[src/rtl/rrld_pkg.sv]
`default_nettype none

package rrld_pkg;

  localparam int DEF_MAX_WIDTH = 4096;
  localparam int LW_BITS = 13;
  localparam logic [LW_BITS-1:0] LINE_WIDTH_RESET = 13'd4096;

  localparam logic [7:0] HDR_EOL_HI = 8'h80;
  localparam logic [7:0] HDR_EOL_LO = 8'h00;
  localparam int HDR_RUN_BIT = 7;
  localparam int HDR_ZERO_BIT = 6;
  localparam logic [7:0] RUN_MASK = 8'h3F;
  localparam logic [7:0] ALPHA_OPAQUE = 8'd255;

  localparam int CMD_DEPTH = 4;
  localparam int RES_DEPTH = 4;

  typedef enum logic [6:0] {
    PH_HEADER = 7'b0000001,
    PH_RUN_B  = 7'b0000010,
    PH_RUN_G  = 7'b0000100,
    PH_RUN_R  = 7'b0001000,
    PH_LIT_B  = 7'b0010000,
    PH_LIT_G  = 7'b0100000,
    PH_LIT_R  = 7'b1000000
  } phase_t;

  typedef enum logic [1:0] {
    CMD_EOL  = 2'd0,
    CMD_RUN  = 2'd1,
    CMD_LIT  = 2'd2,
    CMD_HOLD = 2'd3
  } cmd_kind_t;

  typedef struct packed {
    cmd_kind_t  kind;
    logic [5:0] count;
    logic       opaque;
    logic [7:0] red;
    logic [7:0] green;
    logic [7:0] blue;
  } cmd_t;

  typedef struct packed {
    logic [7:0]         red;
    logic [7:0]         green;
    logic [7:0]         blue;
    logic [7:0]         alpha;
    logic [LW_BITS-1:0] repeat_count;
    logic               end_of_line;
    logic               overrun;
  } res_t;

endpackage

`default_nettype wire

[src/rtl/rgb_rle_line_decoder.sv]
`default_nettype none

// Run-length line decoder for RGB images.
// Input channel: one coded byte per word on in_code_byte, written with
// in_push while in_full is low. Result channel: one pixel run per word on
// out_red/green/blue/alpha/repeat_count with out_end_of_line and
// out_overrun; read with out_pop while out_empty is low, oldest first.
// Header, blue and green bytes yield no word; a zero run and an end-of-line
// header yield one; a red byte does too unless a literal overruns the line.
// Throughput: one coded byte per cycle while in_full is low, set by the
// parser and by the run executor that drains the command queue.
// Path: the parser writes a byte's command into the command queue as the
// byte is taken; the command waits in that queue until the executor pops
// it and writes its word into the result queue, which drives the ports.
// cfg_we with cfg_line_width sets the line width; values above MAX_WIDTH
// act as MAX_WIDTH. Write it only while no words are in flight.
// Reset: parser back to expecting a header, pixel count and overrun flag
// cleared, both queues empty, line width 4096 (MAX_WIDTH if smaller).
// When the receiver stalls, the result queue fills, then the command queue,
// then in_full rises; nothing is dropped.
module rgb_rle_line_decoder
  import rrld_pkg::*;
#(
  parameter int MAX_WIDTH = DEF_MAX_WIDTH
) (
  input  wire logic               clk,
  input  wire logic               rst_n,
  input  wire logic               cfg_we,
  input  wire logic [LW_BITS-1:0] cfg_line_width,
  input  wire logic               in_push,
  input  wire logic [7:0]         in_code_byte,
  output logic                    in_full,
  input  wire logic               out_pop,
  output logic                    out_empty,
  output logic [7:0]              out_red,
  output logic [7:0]              out_green,
  output logic [7:0]              out_blue,
  output logic [7:0]              out_alpha,
  output logic [LW_BITS-1:0]      out_repeat_count,
  output logic                    out_end_of_line,
  output logic                    out_overrun
);

  logic cmd_push, cmd_pop, cmd_full, cmd_empty;
  logic res_push, res_full;
  cmd_t cmd_in, cmd_out;
  res_t res_in, res_out;

  assign in_full = cmd_full;

  rrld_front u_front (
    .clk        (clk),
    .rst_n      (rst_n),
    .byte_valid (in_push && !cmd_full),
    .code_byte  (in_code_byte),
    .cmd_push   (cmd_push),
    .cmd        (cmd_in)
  );

  rrld_fifo #(
    .WIDTH ($bits(cmd_t)),
    .DEPTH (CMD_DEPTH)
  ) u_cmd_q (
    .clk   (clk),
    .rst_n (rst_n),
    .push  (cmd_push),
    .wdata (cmd_in),
    .full  (cmd_full),
    .pop   (cmd_pop),
    .rdata (cmd_out),
    .empty (cmd_empty)
  );

  rrld_back #(
    .MAX_WIDTH (MAX_WIDTH)
  ) u_back (
    .clk            (clk),
    .rst_n          (rst_n),
    .cfg_we         (cfg_we),
    .cfg_line_width (cfg_line_width),
    .cmd            (cmd_out),
    .cmd_empty      (cmd_empty),
    .cmd_pop        (cmd_pop),
    .res_full       (res_full),
    .res_push       (res_push),
    .res            (res_in)
  );

  rrld_fifo #(
    .WIDTH ($bits(res_t)),
    .DEPTH (RES_DEPTH)
  ) u_res_q (
    .clk   (clk),
    .rst_n (rst_n),
    .push  (res_push),
    .wdata (res_in),
    .full  (res_full),
    .pop   (out_pop),
    .rdata (res_out),
    .empty (out_empty)
  );

  assign out_red          = res_out.red;
  assign out_green        = res_out.green;
  assign out_blue         = res_out.blue;
  assign out_alpha        = res_out.alpha;
  assign out_repeat_count = res_out.repeat_count;
  assign out_end_of_line  = res_out.end_of_line;
  assign out_overrun      = res_out.overrun;

endmodule

`default_nettype wire

[src/rtl/rrld_fifo.sv]
`default_nettype none

module rrld_fifo #(
  parameter int WIDTH = 8,
  parameter int DEPTH = 4
) (
  input  wire logic             clk,
  input  wire logic             rst_n,
  input  wire logic             push,
  input  wire logic [WIDTH-1:0] wdata,
  output logic                  full,
  input  wire logic             pop,
  output logic      [WIDTH-1:0] rdata,
  output logic                  empty
);

  localparam int AW = (DEPTH > 1) ? $clog2(DEPTH) : 1;
  localparam int CW = $clog2(DEPTH + 1);

  logic [WIDTH-1:0] mem_r [DEPTH];
  logic [AW-1:0]    wr_ptr_r, wr_ptr_nxt;
  logic [AW-1:0]    rd_ptr_r, rd_ptr_nxt;
  logic [CW-1:0]    count_r, count_nxt;
  logic             do_push, do_pop;

  assign full    = (count_r == CW'(DEPTH));
  assign empty   = (count_r == '0);
  assign do_push = push && !full;
  assign do_pop  = pop && !empty;
  assign rdata   = mem_r[rd_ptr_r];

  always_comb begin
    wr_ptr_nxt = wr_ptr_r;
    rd_ptr_nxt = rd_ptr_r;
    count_nxt  = count_r;
    if (do_push) begin
      wr_ptr_nxt = (wr_ptr_r == AW'(DEPTH - 1)) ? '0 : wr_ptr_r + 1'b1;
    end
    if (do_pop) begin
      rd_ptr_nxt = (rd_ptr_r == AW'(DEPTH - 1)) ? '0 : rd_ptr_r + 1'b1;
    end
    if (do_push && !do_pop) begin
      count_nxt = count_r + 1'b1;
    end else if (do_pop && !do_push) begin
      count_nxt = count_r - 1'b1;
    end
  end

  always_ff @(posedge clk) begin
    if (!rst_n) begin
      wr_ptr_r <= '0;
      rd_ptr_r <= '0;
      count_r  <= '0;
    end else begin
      wr_ptr_r <= wr_ptr_nxt;
      rd_ptr_r <= rd_ptr_nxt;
      count_r  <= count_nxt;
    end
  end

  always_ff @(posedge clk) begin
    if (do_push) begin
      mem_r[wr_ptr_r] <= wdata;
    end
  end

  a_count_bound: assert property (@(posedge clk) disable iff (!rst_n)
    count_r <= CW'(DEPTH))
    else $error("fifo count above depth");

  a_push_fills: assert property (@(posedge clk) disable iff (!rst_n)
    (do_push && !do_pop) |=> !empty)
    else $error("fifo empty after push");

endmodule

`default_nettype wire

[src/rtl/rrld_front.sv]
`default_nettype none

module rrld_front
  import rrld_pkg::*;
(
  input  wire logic       clk,
  input  wire logic       rst_n,
  input  wire logic       byte_valid,
  input  wire logic [7:0] code_byte,
  output logic            cmd_push,
  output cmd_t            cmd
);

  phase_t     phase_r, phase_nxt;
  logic [6:0] literal_left_r, literal_left_nxt;
  logic [7:0] held_blue_r, held_blue_nxt;
  logic [7:0] held_green_r, held_green_nxt;
  logic [6:0] lit_dec;

  assign lit_dec = literal_left_r - 1'b1;

  always_comb begin
    phase_nxt        = phase_r;
    literal_left_nxt = literal_left_r;
    held_blue_nxt    = held_blue_r;
    held_green_nxt   = held_green_r;
    cmd_push         = 1'b0;
    cmd.kind         = CMD_EOL;
    cmd.count        = '0;
    cmd.opaque       = 1'b0;
    cmd.red          = '0;
    cmd.green        = '0;
    cmd.blue         = '0;
    if (byte_valid) begin
      unique case (phase_r)
        PH_HEADER: begin
          if (code_byte == HDR_EOL_HI || code_byte == HDR_EOL_LO) begin
            cmd_push = 1'b1;
          end else if (code_byte[HDR_RUN_BIT]) begin
            if (code_byte[HDR_ZERO_BIT]) begin
              cmd_push  = 1'b1;
              cmd.kind  = CMD_RUN;
              cmd.count = 6'(code_byte & RUN_MASK);
            end else begin
              cmd_push  = 1'b1;
              cmd.kind  = CMD_HOLD;
              cmd.count = 6'(code_byte & RUN_MASK);
              phase_nxt = PH_RUN_B;
            end
          end else begin
            literal_left_nxt = code_byte[6:0];
            phase_nxt        = PH_LIT_B;
          end
        end
        PH_RUN_B: begin
          held_blue_nxt = code_byte;
          phase_nxt     = PH_RUN_G;
        end
        PH_RUN_G: begin
          held_green_nxt = code_byte;
          phase_nxt      = PH_RUN_R;
        end
        PH_RUN_R: begin
          cmd_push   = 1'b1;
          cmd.kind   = CMD_RUN;
          cmd.opaque = 1'b1;
          cmd.red    = code_byte;
          cmd.green  = held_green_r;
          cmd.blue   = held_blue_r;
          phase_nxt  = PH_HEADER;
        end
        PH_LIT_B: begin
          held_blue_nxt = code_byte;
          phase_nxt     = PH_LIT_G;
        end
        PH_LIT_G: begin
          held_green_nxt = code_byte;
          phase_nxt      = PH_LIT_R;
        end
        PH_LIT_R: begin
          cmd_push         = 1'b1;
          cmd.kind         = CMD_LIT;
          cmd.count        = 6'd1;
          cmd.opaque       = 1'b1;
          cmd.red          = code_byte;
          cmd.green        = held_green_r;
          cmd.blue         = held_blue_r;
          literal_left_nxt = lit_dec;
          phase_nxt        = (lit_dec == '0) ? PH_HEADER : PH_LIT_B;
        end
        default: begin
          phase_nxt = PH_HEADER;
        end
      endcase
    end
  end

  always_ff @(posedge clk) begin
    if (!rst_n) begin
      phase_r        <= PH_HEADER;
      literal_left_r <= '0;
    end else begin
      phase_r        <= phase_nxt;
      literal_left_r <= literal_left_nxt;
    end
  end

  always_ff @(posedge clk) begin
    held_blue_r  <= held_blue_nxt;
    held_green_r <= held_green_nxt;
  end

  a_push_phase: assert property (@(posedge clk) disable iff (!rst_n)
    cmd_push |-> (phase_r == PH_HEADER || phase_r == PH_RUN_R || phase_r == PH_LIT_R))
    else $error("command from a color byte that does not close a pixel");

  a_lit_nonzero: assert property (@(posedge clk) disable iff (!rst_n)
    (phase_r == PH_LIT_B || phase_r == PH_LIT_G || phase_r == PH_LIT_R)
      |-> (literal_left_r != '0))
    else $error("literal phase with no literals left");

endmodule

`default_nettype wire

[src/rtl/rrld_back.sv]
`default_nettype none

module rrld_back
  import rrld_pkg::*;
#(
  parameter int MAX_WIDTH = DEF_MAX_WIDTH
) (
  input  wire logic               clk,
  input  wire logic               rst_n,
  input  wire logic               cfg_we,
  input  wire logic [LW_BITS-1:0] cfg_line_width,
  input  wire cmd_t               cmd,
  input  wire logic               cmd_empty,
  output logic                    cmd_pop,
  input  wire logic               res_full,
  output logic                    res_push,
  output res_t                    res
);

  localparam int CW = $clog2(MAX_WIDTH + 1);
  localparam int LW = (CW > LW_BITS) ? CW : LW_BITS;

  logic [CW-1:0] eff_width_r, eff_width_nxt;
  logic [CW-1:0] done_r, done_nxt;
  logic          ovr_r, ovr_nxt;
  logic [5:0]    pending_r, pending_nxt;
  logic [5:0]    run_cnt;
  logic [LW-1:0] left, clamp, cnt_ext;

  always_comb begin
    eff_width_nxt = eff_width_r;
    if (cfg_we) begin
      if (LW'(cfg_line_width) > LW'(MAX_WIDTH)) begin
        eff_width_nxt = CW'(MAX_WIDTH);
      end else begin
        eff_width_nxt = CW'(cfg_line_width);
      end
    end
  end

  assign left    = (done_r < eff_width_r) ? LW'(eff_width_r - done_r) : '0;
  assign run_cnt = (cmd.kind == CMD_RUN && cmd.opaque) ? pending_r : cmd.count;
  assign cnt_ext = LW'(run_cnt);
  assign clamp   = (cnt_ext > left) ? left : cnt_ext;
  assign cmd_pop = !cmd_empty && !res_full;

  always_comb begin
    done_nxt         = done_r;
    ovr_nxt          = ovr_r;
    pending_nxt      = pending_r;
    res_push         = 1'b0;
    res.red          = cmd.red;
    res.green        = cmd.green;
    res.blue         = cmd.blue;
    res.alpha        = cmd.opaque ? ALPHA_OPAQUE : '0;
    res.repeat_count = clamp[LW_BITS-1:0];
    res.end_of_line  = 1'b0;
    res.overrun      = 1'b0;
    if (cmd_pop) begin
      unique case (cmd.kind)
        CMD_EOL: begin
          res_push         = 1'b1;
          res.red          = '0;
          res.green        = '0;
          res.blue         = '0;
          res.alpha        = '0;
          res.repeat_count = left[LW_BITS-1:0];
          res.end_of_line  = 1'b1;
          res.overrun      = ovr_r;
          done_nxt         = '0;
          ovr_nxt          = 1'b0;
        end
        CMD_HOLD: begin
          pending_nxt = clamp[5:0];
        end
        CMD_RUN: begin
          res_push    = 1'b1;
          done_nxt    = CW'(LW'(done_r) + clamp);
          pending_nxt = '0;
        end
        CMD_LIT: begin
          if (left == '0) begin
            ovr_nxt = 1'b1;
          end else begin
            res_push         = 1'b1;
            res.repeat_count = LW_BITS'(1);
            done_nxt         = done_r + 1'b1;
          end
        end
        default: begin
          done_nxt = done_r;
        end
      endcase
    end
  end

  always_ff @(posedge clk) begin
    if (!rst_n) begin
      eff_width_r <= (LW'(LINE_WIDTH_RESET) > LW'(MAX_WIDTH)) ?
                     CW'(MAX_WIDTH) : CW'(LINE_WIDTH_RESET);
      done_r      <= '0;
      ovr_r       <= 1'b0;
      pending_r   <= '0;
    end else begin
      eff_width_r <= eff_width_nxt;
      done_r      <= done_nxt;
      ovr_r       <= ovr_nxt;
      pending_r   <= pending_nxt;
    end
  end

  a_eol_clears: assert property (@(posedge clk) disable iff (!rst_n)
    (cmd_pop && cmd.kind == CMD_EOL) |=> (done_r == '0 && !ovr_r))
    else $error("line state not cleared after end of line");

  a_ovr_on_eol: assert property (@(posedge clk) disable iff (!rst_n)
    (res_push && res.overrun) |-> res.end_of_line)
    else $error("overrun flag on a run word");

  a_no_push_full: assert property (@(posedge clk) disable iff (!rst_n)
    res_push |-> (!res_full && !cmd_empty))
    else $error("result word pushed without room or command");

endmodule

`default_nettype wire

[config.mk]
export PLATFORM = sky130hd
export DESIGN_NAME = rgb_rle_line_decoder
export DESIGN_NICKNAME = d
export VERILOG_FILES = /design/src/rtl/rrld_pkg.sv /design/src/rtl/rgb_rle_line_decoder.sv /design/src/rtl/rrld_fifo.sv /design/src/rtl/rrld_front.sv /design/src/rtl/rrld_back.sv
export SDC_FILE = /design/constraint.sdc
export NUM_CORES = 1
export LEC_CHECK = 0
export BUFFER_PORTS_ARGS = -buffer_cell sky130_fd_sc_hd__buf_2
export CORE_MARGIN = 2
export CORE_UTILIZATION = 40
export CTS_CLUSTER_DIAMETER = 150
export DETAILED_ROUTE_END_ITERATION = 12
export GPL_ROUTABILITY_DRIVEN = 1
export PLACE_DENSITY_LB_ADDON = 0.12
export SLEW_MARGIN = 15
export SYNTH_ARGS = -nofsm -noshare
export SYNTH_HDL_FRONTEND = slang
export SYNTH_HIERARCHICAL = 1
export SYNTH_SLANG_ARGS = --single-unit
[constraint.sdc]
create_clock -name clk -period 5.1 [get_ports clk]
set_input_delay 0.51 -clock clk [delete_from_list [all_inputs] [get_ports clk]]
set_output_delay 0.51 -clock clk [all_outputs]
set_load 0.05 [all_outputs]
# After elaboration in Yosys (flattened, before gate mapping)
# Memories as Yosys holds them, arrays and structs flattened. A register that Yosys moved wholly into a read port is not among the register bits.
# Cells that the tools add are included.
# op_classes
add_sub_neg,12
magnitude_cmp,3
eq_ne,22
mux,53
n_reduce_logical,43
# op_table
cell,count
13-bit two-way mux,5
47-bit two-way mux,1
7-bit one-hot mux with 6 select lines,1
13-bit one-hot mux with 3 select lines,1
7-bit two-way mux,5
33-bit two-way mux,1
32-bit two-way mux,1
8-bit two-way mux,4
13-bit one-hot mux with 2 select lines,1
25-bit two-way mux,1
6-bit one-hot mux with 2 select lines,2
2-bit two-way mux,9
7-bit one-hot mux with 2 select lines,1
"13-bit by 1-bit adder with 13-bit output, second input constant",1
13-bit adder,1
"13-bit greater-than comparator, second input constant",1
6-bit by 13-bit greater-than comparator with 1-bit output,1
13-bit logical NOT,1
13-bit less-than comparator,1
13-bit subtractor,1
"2-bit equality test, second input constant",6
3-bit two-way mux,4
1-bit logical AND,11
1-bit two-way mux,10
33 further kinds,62
# totals
regBits,77
ramBits,320
in_bits,26
out_inout_bits,49
word_cells,149
memories,2
# mem_list
name,words,width,rd,rd_ports_with_merged_regs,write_ports,line,source
u_res_q.mem_r,4,47,1,1,1,rrld_fifo.sv:20,logic [WIDTH-1:0] mem_r [DEPTH];
u_cmd_q.mem_r,4,33,1,1,1,rrld_fifo.sv:20,

# Longest topological paths before layout
# depth
word_depth,11
mapped_depth,30
depth_no_buf,30

# By module
# The synthesis kept the hierarchy.
# modules_own_cells
module,n_inst,cells_per_inst,area_each_um2,seq_area_each_um2
rrld_fifo at u_res_q,1,296,7282.0,5825.6
rrld_fifo at u_cmd_q,1,224,5288.8,4144.0
rrld_back,1,479,3672.3,660.6
rrld_front,1,189,1789.2,760.7
rgb_rle_line_decoder,1,1,13.8,0.0

# Least setup slack after synthesis
# Ideal clock, no wire load.
# synth_path
path_kind,register -> register
from,reg with a tool-made name
to,reg u_back.done_r[12]
setup_ns,0.070
arrival_ns,5.496
t_required_ns,5.030
slack_ns,-0.465
path_stages_with_launch,25
n_path_buf,1
period_less_slack_ns,5.565
cell_sequence,dfxtp_1 -> buf_6 -> mux4_1 -> ha_1 -> nand2_1 -> mux2_2 -> ha_1 -> nand3_1 -> o21bai_1 -> a21o_1 -> a211oi_2 -> nand4_1 -> a2bb2oi_1 -> nor2b_1 -> or2_1 -> fa_1 -> and2b_2 -> o21ai_0 -> a21oi_1 -> o211ai_1 -> a21oi_1 -> nor2_1 -> a21oi_1 -> or4b_1 -> a21oi_1
# synth_lines
item,line,source
end signal: assignment,rrld_back.sv:106,done_r <= done_nxt;
end: declaration,rrld_back.sv:24,"logic [CW-1:0] done_r, done_nxt;"

# Final worst setup path
# layout_path
from,reg u_back.done_r[3]
to,reg u_back.pending_r[0]
# layout_between
elab_chain_len,5
elab_cells_between_ends,6
cone_classes,add/sub: 1; order compare: 2; mux: 3
# layout_lines
item,line,source
13-bit subtractor / 13-bit less-than comparator (equally long branches),rrld_back.sv:41,assign left = (done_r < eff_width_r) ? LW'(eff_width_r - done_r) : '0;
13-bit two-way mux *,rrld_back.sv:41,
6-bit by 13-bit greater-than comparator with 1-bit output,rrld_back.sv:44,assign clamp = (cnt_ext > left) ? left : cnt_ext;
13-bit two-way mux *,rrld_back.sv:44,
6-bit one-hot mux with 2 select lines *,rrld_back.sv:60,unique case (cmd.kind)
end signal: assignment,rrld_back.sv:108,pending_r <= pending_nxt;
end: declaration,rrld_back.sv:26,"logic [5:0] pending_r, pending_nxt;"
# Mark *: on every way between the ends. The rest lies on a longest branch, timed or not.
# A chain may end at the register's enable or synchronous reset.

==> results.md <==
- Vias: 10700
- Asr flop ratio synth: 0%
- FMAX: 0.184 GHz
- Clk root buf: clkbuf_16
- Clock Pin Slew Worst Setup and Hold Paths: 0.06 ns
- Critical path class: reg -> reg
- Worst vdd ir: 0.353 mV
- Leak Pwr: 7.84 nW
- Slew headroom: 25.9%
- # nets final: 1527
- Violated checks: setup timing
- Initial antenna violation count: 1
- Bufs on Longest Clock Path: 3
- # setup viols final: 7
- Crit end category: flop
- Power Dens Cells: 611 mW/mm^2
- Worst hold stages: 3
- Register area share after synthesis: 63.1%
- Crit-path slowest cell: or3_4
- Port buffer count: 74
- Crit-path max cell delay: 0.34 ns
- Via density: 5.17
- CP startpoint kind: flop
- Commonest non-fill, non-tap cell in the layout: edfxtp_1
- Crit path arrival time: 5.92 ns
- Post-DP HPWL: 25200 um
- Number of H-tree levels: 2
- Final worst slack: -0.346 ns
- DRT antenna net count: 0
- DP Cell Count: 1944
- RSZ-0062 raised after global routing: yes
- Critical path peak fanout: 5
- Vias in the first global route: 10900
- First-pass GRT wire length: 62000 um
- Number of remaining DRC errors: 0
- Largest net degree at the start of global routing: 48
- Detailed-route wire length per cell: 18.9 um
- Status: complete, but fails checks
- Area grow syn2layout: 22.0%
- Number of max-cap violations: 0
- GRT Total Usage: 17.0%
- Slew Limit Fails: 0
- Worst-Margin Slew: 1.11 ns
- Die Y-Extent: 216 um
- Worst Hold Class: in -> reg
- Core area: 0.0444 mm^2
- Synth Instances: 1189
- Post-Layout Cell Count: 2071
- Mapped cell area: 0.0180 mm^2
- PnR Total Power: 13.5 mW
- Chip Width: 216 um
- Final setup skew: 0.0156 ns
- Commonest non-fill, non-tap cells in the layout: edfxtp_1 (336), buf_4 (181), mux4_2 (78), buf_2 (74), and2_1 (64)
- WL final: 39100 um
- Core Rows: 77
- Prevailing post-synth register cell: edfxtp_1
- Avg Cell Area, Syn: 15.2 um^2
- Total gr overflow: 0
- CTS Hold Bufs: 0
- Fin crit share: 107%
- I/O Pins: 75
- CTS Buf Count: 44
- Die Area: 0.0468 mm^2
- Syn. warnings: 6
- Router iterations before antenna repair: 5
- R2r worst-path depth: 36
- Initial DRC count: 616
- Min cycle time layout: 5.45 ns
- Antenna diodes: 0
- Clock Sinks: 401
- Ratio of cells with drive above 1 in the final layout: 34.1%
- Worst skew pair latency: 0.56 ns
- Initial Utilization: 40.6%
- Fillers: 3786
- Worst path required time: 5.57 ns
- Netlist cell types: 95
- Crit path top cell by count: buf_4
- Final Hold Fails: 0
- Post-synth EDFFs: 336
- Placer congestion estimate: 0.815
- CTS tree: yes
- Yosys reg bits: 401
[logic make-up (layout without fill, tap and decap cells)]
logic type / count (synthesis) / after routing / synth area share, %
and+or+nand+nor: 321 / 321 / 10.0
buffers and inverters: 96 / 381 / 3.09
adders and majority gates: 54 / 54 / 3.91
muxes: 103 / 103 / 11.4
DFF: 401 / 401 / 63.1
xor gates and xnor gates: 20 / 20 / 0.971
other: 1 / 6 / 0.0208
AOI/OAI and AO/OA: 193 / 193 / 7.49
[worst paths after layout]
path                                          start                     to  slack (ns)
worst max register to register     u_back/done_r[3]    u_back/pending_r[0]       -0.35
worst max-delay path               u_back/done_r[3]    u_back/pending_r[0]       -0.35
worst min-delay path              cfg_line_width[8]  u_back/eff_width_r[8]        0.20
worst min register to register  u_back/pending_r[4]    u_back/pending_r[4]        0.46
[worst max-delay path, delay by kind of cell (launching register included)]
kind                       cells  cell delay (ns)
adders and majority gates      2             0.28
DFF                            1             0.33
and+or+nand+nor                7             1.11
buffers and inverters         20             2.33
AOI/OAI and AO/OA              7             1.28
[cell usage after synthesis (6+ instances only)]
cell | n | area, um^2
a211oi_1 | 7 | 52.6
o31ai_1 | 7 | 52.6
a21oi_1 | 54 | 270
ha_1 | 50 | 626
nand3_1 | 20 | 100
buf_4 | 8 | 60.1
edfxtp_1 | 336 | 10100
xnor2_1 | 10 | 87.6
nor3_1 | 18 | 90.1
buf_2 | 16 | 80.1
dfxtp_1 | 65 | 1300
mux2i_1 | 17 | 170
mux4_2 | 77 | 1730
and3_1 | 7 | 43.8
o21a_1 | 7 | 52.6
o21ai_0 | 35 | 175
or3_1 | 12 | 75.1
buf_12 | 6 | 120
nor2b_1 | 19 | 119
o211ai_1 | 8 | 60.1
nor2_1 | 57 | 214
nor3b_1 | 7 | 52.6
xor2_1 | 10 | 87.6
nand2_1 | 54 | 203
inv_1 | 41 | 154
nand2b_1 | 8 | 50.1
and2_1 | 68 | 425
o21bai_1 | 9 | 67.6
nor4_1 | 8 | 50.1
a21o_1 | 11 | 82.6
nand3b_1 | 8 | 60.1
clkbuf_1 | 17 | 63.8
[per-layer routing]
metal	vias to the layer above	track usage, %	share of wire (%)
met2	189	26.7	46
met5	-	0	0
met1	5351	24.3	48
met4	0	4.38	1.7
met3	56	3.19	4.1
li1	5107	-	-
[state kept, by name (all words and copies together) (netlist names), named ones only]
register and count:
u_back/eff_width_r 13, u_cmd_q/mem_r 132, u_res_q/rd_ptr_r 2, u_front/phase_r 7, u_back/ovr_r 1, u_front/literal_left_r 7
u_res_q/wr_ptr_r 2, u_cmd_q/count_r 3, u_cmd_q/wr_ptr_r 2, u_front/held_green_r 8, u_front/held_blue_r 8, u_res_q/mem_r 188
u_back/done_r 13, u_cmd_q/rd_ptr_r 2, u_back/pending_r 6, u_res_q/count_r 3
[report_power, final]
group	switching (mW)	internal [mW]	leakage, nW	total [mW]
clock	1.24	1.85	0.697	3.09
sequential	0.222	4.23	3.59	4.45
combinational	3.34	2.57	3.55	5.91
total	4.81	8.65	7.84	13.5
[cell type report]
class,count,area (um^2),share of cell area [%]
Clock buffer,64,1290,5.86
Clock inverter,14,134,0.608
Inverter,42,158,0.716
Multi-Input combinational cell,697,6490,29.5
Sequential cell,401,11400,51.8
Tap cell,592,741,3.36
Timing Repair Buffer,261,1810,8.20
[stage by stage]
stage	TNS [ns]	area (um^2)	hold slack [ns]	setup slack, ns	utilization [%]
global placement	-1.08	19900	0.455	-0.325	44.9
global route	-3.32	22000	0.189	-0.543	49.6
detailed placement	-1.66	19900	0.460	-0.458	44.9
floorplan	-0.473	18200	0.434	-0.259	-
finish	-1.20	22000	0.202	-0.346	49.6
CTS	-0.766	21900	0.169	-0.223	49.2
[timing repair]
action                                  in CTS  in global routing
pin swaps                                   23                 12
gates resized for setup                     41                 27
buffers inserted                            46                  4
endpoints found under the setup margin       7                 19
Power figures use the tool's default switching activity.
